===== src/sv/nrmc_pkg.sv =====
// Shared constants, types and helper functions for the NMEA RMC local-time parser.
// No dependencies.
`default_nettype none

package nrmc_pkg;

   localparam int LINE_POS_LIMIT  = 127;
   localparam int FRACTION_DIGITS = 4;

   localparam int LINE_POS_W = $clog2(LINE_POS_LIMIT + 1);
   localparam int FRAC_CNT_W = $clog2(FRACTION_DIGITS + 2);

   localparam int FIELD_W  = 7;
   localparam int YEAR_W   = 12;
   localparam int CHAR_W   = 8;
   localparam int ZONE_W   = 5;
   localparam int COUNT_W  = 4;
   localparam int LAT_W    = 27;
   localparam int LON_W    = 30;
   localparam int ACC_W    = LON_W;
   localparam int CALC_W   = FIELD_W + 1;

   localparam int COUNT_MAX     = 15;
   localparam int DIGITS_IN_TIME = 6;
   localparam int RMC_TAG_POS   = 5;

   localparam int ZONE_RESET = 8;

   function automatic longint pow10(input int n);
      longint p;
      p = 1;
      for (int i = 0; i < n; i++) begin
         p = p * 10;
      end
      return p;
   endfunction

   localparam longint LAT_MAX     = 99999999;
   localparam longint LON_MAX     = 999999999;
   localparam longint FRAC_SCALE  = pow10(FRACTION_DIGITS);
   localparam longint LAT_INT_MAX = LAT_MAX / FRAC_SCALE;
   localparam longint LON_INT_MAX = LON_MAX / FRAC_SCALE;
   localparam int     SCALE_W     = $clog2(FRAC_SCALE + 1);

   // ASCII codes
   localparam logic [CHAR_W-1:0] CHAR_NEWLINE = 8'h0A;
   localparam logic [CHAR_W-1:0] CHAR_COMMA   = 8'h2C;
   localparam logic [CHAR_W-1:0] CHAR_DOT     = 8'h2E;
   localparam logic [CHAR_W-1:0] CHAR_ZERO    = 8'h30;
   localparam logic [CHAR_W-1:0] CHAR_NINE    = 8'h39;
   localparam logic [CHAR_W-1:0] CHAR_UPPER_C = 8'h43;

   // comma index that opens each field
   localparam logic [COUNT_W-1:0] FIELD_TIME   = 4'd1;
   localparam logic [COUNT_W-1:0] FIELD_STATUS = 4'd2;
   localparam logic [COUNT_W-1:0] FIELD_LAT    = 4'd3;
   localparam logic [COUNT_W-1:0] FIELD_NS     = 4'd4;
   localparam logic [COUNT_W-1:0] FIELD_LON    = 4'd5;
   localparam logic [COUNT_W-1:0] FIELD_EW     = 4'd6;
   localparam logic [COUNT_W-1:0] FIELD_DATE   = 4'd9;

   // calendar
   localparam int YEAR_BASE       = 2000;
   localparam int SEC_MAX         = 59;
   localparam int MIN_MAX         = 59;
   localparam int HOUR_MAX        = 23;
   localparam int HOURS_PER_DAY   = 24;
   localparam int DAYS_SHORT      = 30;
   localparam int DAYS_LONG       = 31;
   localparam int FEB_DAYS        = 28;
   localparam int FEB_DAYS_LEAP   = 29;
   localparam int MONTHS_PER_YEAR = 12;
   localparam int MONTH_FEB       = 2;
   localparam int MONTH_APR       = 4;
   localparam int MONTH_JUN       = 6;
   localparam int MONTH_SEP       = 9;
   localparam int MONTH_NOV       = 11;

   typedef struct packed {
      logic [FIELD_W-1:0] hour;
      logic [FIELD_W-1:0] minute;
      logic [FIELD_W-1:0] second;
      logic [FIELD_W-1:0] day;
      logic [FIELD_W-1:0] month;
      logic [YEAR_W-1:0]  year;
      logic [CHAR_W-1:0]  fix_status;
      logic [LAT_W-1:0]   latitude;
      logic [CHAR_W-1:0]  lat_hemisphere;
      logic [LON_W-1:0]   longitude;
      logic [CHAR_W-1:0]  lon_hemisphere;
   } rsp_type;

   function automatic logic [3:0] digit_of(input logic [CHAR_W-1:0] c);
      logic [CHAR_W-1:0] d;
      d = c - CHAR_ZERO;
      return (c >= CHAR_ZERO && c <= CHAR_NINE) ? d[3:0] : 4'd0;
   endfunction

   // tens digit weighs 10, units digit weighs 1
   function automatic logic [FIELD_W-1:0] digit_weight(input logic [3:0] d, input logic units);
      logic [FIELD_W-1:0] w;
      w = FIELD_W'(d);
      return units ? w : FIELD_W'((w << 3) + (w << 1));
   endfunction

   // acc * 10 + d, optionally clamped to lim
   function automatic logic [ACC_W-1:0] accum_digit(input logic [ACC_W-1:0] acc,
                                                   input logic [3:0]       d,
                                                   input logic             sat,
                                                   input logic [ACC_W-1:0] lim);
      logic [ACC_W+3:0] w;
      w = ({4'b0, acc} << 3) + ({4'b0, acc} << 1) + (ACC_W+4)'(d);
      if (sat && w > {4'b0, lim}) begin
         w = {4'b0, lim};
      end
      return w[ACC_W-1:0];
   endfunction

endpackage

`default_nettype wire


===== src/sv/nmea_rmc_parser_local_time_core.sv =====
// NMEA RMC sentence parser: byte-wise field capture and local-time conversion.
// One result is registered when a newline ends a line whose byte 5 is 'C'.
// Latency: a result is valid in the cycle after its newline beat is accepted.
// Throughput: one byte per cycle; the input stalls only while a result sits
// in the output register and the output side stalls.
// Reset (sync, active high): clears line state and output valid, zone offset to 8 h.
`default_nettype none

module nmea_rmc_parser_local_time_core
   import nrmc_pkg::*;
(
   input  wire logic                clock,
   input  wire logic                reset,

   input  wire logic                csr_wr_en,
   input  wire logic [ZONE_W-1:0]   csr_zone_offset_hours,

   input  wire logic                req_valid,
   output logic                     req_stall,
   input  wire logic [CHAR_W-1:0]   req_char_in,

   output logic                     rsp_valid,
   input  wire logic                rsp_stall,
   output logic [FIELD_W-1:0]       rsp_hour,
   output logic [FIELD_W-1:0]       rsp_minute,
   output logic [FIELD_W-1:0]       rsp_second,
   output logic [FIELD_W-1:0]       rsp_day,
   output logic [FIELD_W-1:0]       rsp_month,
   output logic [YEAR_W-1:0]        rsp_year,
   output logic [CHAR_W-1:0]        rsp_fix_status,
   output logic [LAT_W-1:0]         rsp_latitude,
   output logic [CHAR_W-1:0]        rsp_lat_hemisphere,
   output logic [LON_W-1:0]         rsp_longitude,
   output logic [CHAR_W-1:0]        rsp_lon_hemisphere
);

   logic [ZONE_W-1:0]     zone_ff;
   logic [LINE_POS_W-1:0] pos_ff,    pos_in;
   logic [COUNT_W-1:0]    comma_ff,  comma_in;
   logic [COUNT_W-1:0]    cif_ff,    cif_in;
   logic                  is_rmc_ff, is_rmc_in;
   logic [FIELD_W-1:0]    time_ff [3];
   logic [FIELD_W-1:0]    time_in [3];
   logic [FIELD_W-1:0]    date_ff [3];
   logic [FIELD_W-1:0]    date_in [3];
   logic [CHAR_W-1:0]     status_ff, status_in;
   logic [LAT_W-1:0]      lat_ff,    lat_in;
   logic [LON_W-1:0]      lon_ff,    lon_in;
   logic [CHAR_W-1:0]     ns_ff,     ns_in;
   logic [CHAR_W-1:0]     ew_ff,     ew_in;
   logic [FRAC_CNT_W-1:0] frac_ff,   frac_in;

   rsp_type               rsp_ff,    rsp_in;
   logic                  rsp_valid_ff, rsp_valid_in;

   logic                  accept;
   logic                  is_newline;
   logic                  is_comma;
   logic                  is_dot;
   logic [3:0]            dig;
   logic [1:0]            slot;

   logic [FRAC_CNT_W-1:0] taken;
   logic [SCALE_W-1:0]    scale;
   logic [LAT_W-1:0]      lat_fin;
   logic [LON_W-1:0]      lon_fin;
   logic                  in_lat, in_lon;
   logic [ACC_W-1:0]      acc_cur, acc_lim, acc_new;

   logic [CALC_W-1:0]     hr_v, mi_v, se_v, dy_v, mo_v;
   logic [YEAR_W-1:0]     yr_v;
   logic                  emit;

   assign accept     = req_valid && !req_stall;
   assign req_stall  = rsp_valid_ff && rsp_stall;
   assign is_newline = req_char_in == CHAR_NEWLINE;
   assign is_comma   = req_char_in == CHAR_COMMA;
   assign is_dot     = req_char_in == CHAR_DOT;
   assign dig        = digit_of(req_char_in);
   assign slot       = cif_ff[2:1];
   assign emit       = accept && is_newline && is_rmc_ff;

   // closing a lat/lon field pads the missing fraction digits
   always_comb begin
      taken = (frac_ff == '0) ? '0 : frac_ff - FRAC_CNT_W'(1);
      scale = SCALE_W'(1);
      for (int k = 0; k <= FRACTION_DIGITS; k++) begin
         if (taken == FRAC_CNT_W'(k)) begin
            scale = SCALE_W'(pow10(FRACTION_DIGITS - k));
         end
      end
      lat_fin = LAT_W'(lat_ff * scale);
      lon_fin = LON_W'(lon_ff * scale);
   end

   // one digit into the active lat/lon accumulator
   always_comb begin
      in_lat  = comma_ff == FIELD_LAT;
      in_lon  = comma_ff == FIELD_LON;
      acc_cur = in_lat ? ACC_W'(lat_ff) : lon_ff;
      acc_lim = in_lat ? ACC_W'(LAT_INT_MAX) : ACC_W'(LON_INT_MAX);
      acc_new = accum_digit(acc_cur, dig, frac_ff == '0, acc_lim);
   end

   always_comb begin
      pos_in    = pos_ff;
      comma_in  = comma_ff;
      cif_in    = cif_ff;
      is_rmc_in = is_rmc_ff;
      time_in   = time_ff;
      date_in   = date_ff;
      status_in = status_ff;
      lat_in    = lat_ff;
      lon_in    = lon_ff;
      ns_in     = ns_ff;
      ew_in     = ew_ff;
      frac_in   = frac_ff;

      if (accept) begin
         if (is_newline) begin
            pos_in    = '0;
            comma_in  = '0;
            cif_in    = '0;
            is_rmc_in = 1'b0;
            for (int i = 0; i < 3; i++) begin
               time_in[i] = '0;
               date_in[i] = '0;
            end
            status_in = '0;
            lat_in    = '0;
            lon_in    = '0;
            ns_in     = '0;
            ew_in     = '0;
            frac_in   = '0;
         end else begin
            if (pos_ff == LINE_POS_W'(RMC_TAG_POS)) begin
               is_rmc_in = req_char_in == CHAR_UPPER_C;
            end
            if (pos_ff < LINE_POS_W'(LINE_POS_LIMIT)) begin
               pos_in = pos_ff + LINE_POS_W'(1);
            end

            // first byte of a field, a comma when the field is empty
            if (cif_ff == '0) begin
               if (comma_ff == FIELD_STATUS) begin
                  status_in = req_char_in;
               end else if (comma_ff == FIELD_NS) begin
                  ns_in = req_char_in;
               end else if (comma_ff == FIELD_EW) begin
                  ew_in = req_char_in;
               end
            end

            if (is_comma) begin
               if (in_lat) begin
                  lat_in = lat_fin;
               end else if (in_lon) begin
                  lon_in = lon_fin;
               end
               if (comma_ff < COUNT_W'(COUNT_MAX)) begin
                  comma_in = comma_ff + COUNT_W'(1);
               end
               cif_in  = '0;
               frac_in = '0;
            end else begin
               if (comma_ff == FIELD_TIME && cif_ff < COUNT_W'(DIGITS_IN_TIME)) begin
                  for (int i = 0; i < 3; i++) begin
                     if (slot == 2'(i)) begin
                        time_in[i] = time_ff[i] + digit_weight(dig, cif_ff[0]);
                     end
                  end
               end else if (comma_ff == FIELD_DATE &&
                            cif_ff < COUNT_W'(DIGITS_IN_TIME)) begin
                  for (int i = 0; i < 3; i++) begin
                     if (slot == 2'(i)) begin
                        date_in[i] = date_ff[i] + digit_weight(dig, cif_ff[0]);
                     end
                  end
               end else if (in_lat || in_lon) begin
                  if (frac_ff == '0) begin
                     if (is_dot) begin
                        frac_in = FRAC_CNT_W'(1);
                     end else if (in_lat) begin
                        lat_in = LAT_W'(acc_new);
                     end else begin
                        lon_in = acc_new;
                     end
                  end else if (frac_ff <= FRAC_CNT_W'(FRACTION_DIGITS)) begin
                     frac_in = frac_ff + FRAC_CNT_W'(1);
                     if (in_lat) begin
                        lat_in = LAT_W'(acc_new);
                     end else begin
                        lon_in = acc_new;
                     end
                  end
               end
               if (cif_ff < COUNT_W'(COUNT_MAX)) begin
                  cif_in = cif_ff + COUNT_W'(1);
               end
            end
         end
      end
   end

   // time and date adjustment for the line that ends now
   always_comb begin
      hr_v = CALC_W'(time_ff[0]);
      mi_v = CALC_W'(time_ff[1]);
      se_v = CALC_W'(time_ff[2]) + CALC_W'(1);
      dy_v = CALC_W'(date_ff[0]);
      mo_v = CALC_W'(date_ff[1]);
      yr_v = YEAR_W'(date_ff[2]) + YEAR_W'(YEAR_BASE);

      if (se_v > SEC_MAX) begin
         se_v = '0;
         mi_v = mi_v + CALC_W'(1);
         if (mi_v > MIN_MAX) begin
            mi_v = '0;
            hr_v = hr_v + CALC_W'(1);
         end
      end
      hr_v = hr_v + CALC_W'(zone_ff);
      if (hr_v > HOUR_MAX) begin
         hr_v = hr_v - CALC_W'(HOURS_PER_DAY);
         dy_v = dy_v + CALC_W'(1);
         if (mo_v == MONTH_FEB || mo_v == MONTH_APR || mo_v == MONTH_JUN ||
             mo_v == MONTH_SEP || mo_v == MONTH_NOV) begin
            if (dy_v > DAYS_SHORT) begin
               dy_v = CALC_W'(1);
               mo_v = mo_v + CALC_W'(1);
            end
         end else if (dy_v > DAYS_LONG) begin
            dy_v = CALC_W'(1);
            mo_v = mo_v + CALC_W'(1);
         end
         // leap year when year mod 4 is zero
         if (yr_v[1:0] == 2'b00) begin
            if (dy_v > FEB_DAYS_LEAP && mo_v == MONTH_FEB) begin
               dy_v = CALC_W'(1);
               mo_v = mo_v + CALC_W'(1);
            end
         end else if (dy_v > FEB_DAYS && mo_v == MONTH_FEB) begin
            dy_v = CALC_W'(1);
            mo_v = mo_v + CALC_W'(1);
         end
         if (mo_v > MONTHS_PER_YEAR) begin
            mo_v = mo_v - CALC_W'(MONTHS_PER_YEAR);
            yr_v = yr_v + YEAR_W'(1);
         end
      end

      rsp_in.hour           = hr_v[FIELD_W-1:0];
      rsp_in.minute         = mi_v[FIELD_W-1:0];
      rsp_in.second         = se_v[FIELD_W-1:0];
      rsp_in.day            = dy_v[FIELD_W-1:0];
      rsp_in.month          = mo_v[FIELD_W-1:0];
      rsp_in.year           = yr_v;
      rsp_in.fix_status     = status_ff;
      rsp_in.latitude       = in_lat ? lat_fin : lat_ff;
      rsp_in.lat_hemisphere = ns_ff;
      rsp_in.longitude      = in_lon ? lon_fin : lon_ff;
      rsp_in.lon_hemisphere = ew_ff;
   end

   always_comb begin
      rsp_valid_in = rsp_valid_ff;
      if (emit) begin
         rsp_valid_in = 1'b1;
      end else if (rsp_valid_ff && !rsp_stall) begin
         rsp_valid_in = 1'b0;
      end
   end

   always_ff @(posedge clock) begin
      if (reset) begin
         zone_ff      <= ZONE_W'(ZONE_RESET);
         pos_ff       <= '0;
         comma_ff     <= '0;
         cif_ff       <= '0;
         is_rmc_ff    <= 1'b0;
         for (int i = 0; i < 3; i++) begin
            time_ff[i] <= '0;
            date_ff[i] <= '0;
         end
         status_ff    <= '0;
         lat_ff       <= '0;
         lon_ff       <= '0;
         ns_ff        <= '0;
         ew_ff        <= '0;
         frac_ff      <= '0;
         rsp_valid_ff <= 1'b0;
      end else begin
         if (csr_wr_en) begin
            zone_ff <= csr_zone_offset_hours;
         end
         pos_ff       <= pos_in;
         comma_ff     <= comma_in;
         cif_ff       <= cif_in;
         is_rmc_ff    <= is_rmc_in;
         time_ff      <= time_in;
         date_ff      <= date_in;
         status_ff    <= status_in;
         lat_ff       <= lat_in;
         lon_ff       <= lon_in;
         ns_ff        <= ns_in;
         ew_ff        <= ew_in;
         frac_ff      <= frac_in;
         rsp_valid_ff <= rsp_valid_in;
      end
   end

   always_ff @(posedge clock) begin
      if (emit) begin
         rsp_ff <= rsp_in;
      end
   end

   assign rsp_valid          = rsp_valid_ff;
   assign rsp_hour           = rsp_ff.hour;
   assign rsp_minute         = rsp_ff.minute;
   assign rsp_second         = rsp_ff.second;
   assign rsp_day            = rsp_ff.day;
   assign rsp_month          = rsp_ff.month;
   assign rsp_year           = rsp_ff.year;
   assign rsp_fix_status     = rsp_ff.fix_status;
   assign rsp_latitude       = rsp_ff.latitude;
   assign rsp_lat_hemisphere = rsp_ff.lat_hemisphere;
   assign rsp_longitude      = rsp_ff.longitude;
   assign rsp_lon_hemisphere = rsp_ff.lon_hemisphere;

   a_stall_only_when_full: assert property (@(posedge clock) disable iff (reset)
      req_stall |-> rsp_valid_ff)
      else $error("input stalled with empty output register");

   a_newline_clears_line: assert property (@(posedge clock) disable iff (reset)
      (accept && is_newline) |=> (pos_ff == '0 && comma_ff == '0 && !is_rmc_ff))
      else $error("line state not cleared after newline");

   a_rmc_line_emits: assert property (@(posedge clock) disable iff (reset)
      (accept && is_newline && is_rmc_ff) |=> rsp_valid_ff)
      else $error("RMC line ended without a result");

   a_frac_bounded: assert property (@(posedge clock) disable iff (reset)
      frac_ff <= FRAC_CNT_W'(FRACTION_DIGITS + 1))
      else $error("fraction digit count out of range");

   a_result_leaves_on_take: assert property (@(posedge clock) disable iff (reset)
      $fell(rsp_valid_ff) |-> $past(!rsp_stall))
      else $error("result dropped while stalled");

endmodule

`default_nettype wire

===== config.mk =====
export PLATFORM = sky130hd
export DESIGN_NAME = nmea_rmc_parser_local_time_core
export DESIGN_NICKNAME = d
export VERILOG_FILES = /design/src/sv/nrmc_pkg.sv /design/src/sv/nmea_rmc_parser_local_time_core.sv
export SDC_FILE = /design/constraint.sdc
export NUM_CORES = 2
export LEC_CHECK = 0
export BUFFER_PORTS_ARGS = -buffer_cell sky130_fd_sc_hd__clkbuf_2
export CORE_ASPECT_RATIO = 0.5
export CORE_MARGIN = 10
export CORE_UTILIZATION = 55
export CTS_CLUSTER_SIZE = 30
export DETAILED_ROUTE_END_ITERATION = 10
export PLACE_DENSITY = 0.72
export SLEW_MARGIN = 25
export SYNTH_ARGS = -nofsm -noshare
export SYNTH_HDL_FRONTEND = slang
export SYNTH_SLANG_ARGS = --single-unit

===== constraint.sdc =====
create_clock -name clock -period 21.8 [get_ports clock]
set_input_delay 1.09 -clock clock [delete_from_list [all_inputs] [get_ports clock]]
set_output_delay 1.09 -clock clock [all_outputs]
set_load 0.02 [all_outputs]

==> metrics.txt <==
status completed; M3 GR Usage 0.0749; met1 GRT Util 0.359; top cells by area, synth fa_1 (25%), edfxtp_1 (12%), ha_1 (11%); first-pass iteration count of the detailed router 6; Synth warnings 0; clock power share 0.484; cell with the most instances after synthesis nand2_1; Final min period 9.34 ns; Post-CTS Hold Fix Bufs 0; Resized Gates After CTS 0; CP arrival roughly 10 ns; vias in the first global route 27,400; M2 GR Usage 0.434; via count 27,000; area grow syn2layout 7.25%; CTS clk-pin slew, worst paths approximately 0.07 ns; CTS buffer count 29; Port Buf Inserts roughly 150; Ports 148; Sw Ratio 0.236; CTS Sinks 276; Synth top area share 0.250; H-tree depth 1; Crit-path slowest cell buf_4; grt peak-use layer met2; setup TNS 0 ns; Setup violations, final 0; Post-DRT Antenna Nets 0; pre-CTS setup slack ~13 ns; crit share post-route 0.428; final wirelength 95,500 um; NetSw 0.262 mW; Int Pwr approximately 0.85 mW; post-CTS setup buffers 0; crit-path max cell delay 0.69 ns; dpl hpwl 73,000 um; peak supply drop 0.0553 mV; asr flop ratio synth 0; PwrDens 31.7 nW/um2; CTS Buffer Depth 3; cell area after synthesis 32,600 um2; Comb power frac 0.029; Initial DRC Count 2,348; CP startpoint kind flop; Max Cap Viol 0; die width 364 um; final layout net count 4,470; crit-path leading delay family adder cells; crit-path max FO 69; sequential share of power 0.487; core footprint 58,000 um2; GPL Wtd Cong 0.940; post-route setup slack 12.46 ns; Worst Path Required 22.28 ns; Final Hold Vio Count 0; ant diodes 0; grt total ovfl 0; Commonest cells post-synth nand2_1 (550), inv_1 (548), fa_1 (407); first-pass GRT wire length approximately 150,000 um; Main synth FF type dfxtp_1; Cell Rows 62; initial antenna violation count 1; CP Capture Type flop; Peak Freq between 100 and 150 MHz; # DRC 0; Seq/Total Area, Yosys 0.209; worst hold-check path type reg2reg; RSZ-0062 raised after global routing no; Unique masters post-synth 79; Slew Limit Fails 0; Synth Register Bits 276; share of layout cells above drive strength 1 0.0742; gr usage total 0.275; routed vias/inst 5.92; die area 70,000 um2; Routed wire per std cell about 21 um; Post-Synthesis Cells 3,738; WS Path Type reg2reg; Final Skew roughly 0.021 ns; clk_lat worst skew 0.61 ns; Hold WS 0.429 ns; CTS tree done; leakage power between 15 and 20 nW; Post-synth EDFFs between 100 and 150; CP Buf/Inv Count 8; Die Height 192 um; post-synth top area cell fa_1; Worst slew margin 0.267; pin count of the biggest net entering global routing 70; Worst Tran Pin Value 1.10 ns; syn_nets 4,442; Synth Area per Inst 8.72 um2; Initial Utilization 0.562; Root Driver clkbuf_16
## per-stage QoR
step                      total power, mW  cell area, um2   util  instances
after floorplan                     0.572           32600      -       3738
after global placement              0.583           34000  0.585       4503
after detailed placement            0.583           34000  0.585       4503
after CTS                            1.12           35000  0.603       4557
after global routing                 1.14           35000  0.603       4557
final                                1.11           35000  0.603       4557
## area by class of cell
| cell class | instances | area, um2 |
|---|---|---|
| Inverter | 549 | 2070 |
| Timing Repair Buffer | 184 | 1020 |
| Fill cell | 5078 | 23100 |
| Tap cell | 768 | 961 |
| Sequential cell | 276 | 6810 |
| Clock inverter | 21 | 255 |
| Multi-Input combinational cell | 2726 | 23100 |
| Clock buffer | 33 | 751 |
## per-layer routing
layer  share of wire  wire length (um)
met4           0.042              3980
met5         0.00021                20
met3            0.11             10300
met2            0.45             42700
met1            0.40             38600
## cells by family after synthesis
family          Yosys count  synth area share
buf+inv                 736            0.0850
other cells               1          0.000115
fa+ha+maj               686             0.357
xor+xnor                175            0.0470
mux                      27           0.00856
compound gates          593             0.118
simple gates           1244             0.175
flops                   276             0.209
## layout by cell type (no fill, tap or decap), types with 82 or more instances in the layout
| cell type | count |
|---|---|
| ha_1 | 279 |
| xnor2_1 | 109 |
| fa_1 | 407 |
| nand2_1 | 549 |
| a21oi_1 | 168 |
| clkbuf_2 | 146 |
| inv_1 | 547 |
| o21ai_0 | 134 |
| and2_1 | 82 |
| dfxtp_1 | 148 |
| edfxtp_1 | 128 |
| nand3_1 | 123 |
| nor2_1 | 214 |
## worst paths after layout
| path | startpoint | endpoint | slack [ns] | cells after the start |
|---|---|---|---|---|
| worst max-delay path | frac_ff[1] | lon_ff[27] | 12.46 | 29 |
| worst min-delay path | ew_ff[5] | rsp_lon_hemisphere[5] | 0.43 | 0 |
| worst max register to register | frac_ff[1] | lon_ff[27] | 12.46 | 29 |
| worst min register to register | ew_ff[5] | rsp_lon_hemisphere[5] | 0.43 | 0 |
## power by group through the flow
stage / sequential, mW / combinational (mW) / clock (mW)
final: 0.540 / 0.0322 / 0.537
after detailed placement: 0.552 / 0.0313 / 0
after global routing: 0.540 / 0.0352 / 0.563
after CTS: 0.540 / 0.0314 / 0.546
after floorplan: 0.551 / 0.0209 / 0
after global placement: 0.552 / 0.0307 / 0
## flip-flops by register name (all words and copies together), names as in the netlist, 5 cells and up
signal	flops
date_ff	21
ew_ff	8
lat_ff	27
lon_ff	30
ns_ff	8
pos_ff	7
rsp_day	7
rsp_fix_status	8
rsp_hour	7
rsp_lat_hemisphere	8
rsp_latitude	27
rsp_lon_hemisphere	8
rsp_longitude	30
rsp_minute	7
rsp_month	7
rsp_second	7
rsp_year	12
status_ff	8
time_ff	21
zone_ff	5
No activity file was read; power rests on OpenSTA's default activity.
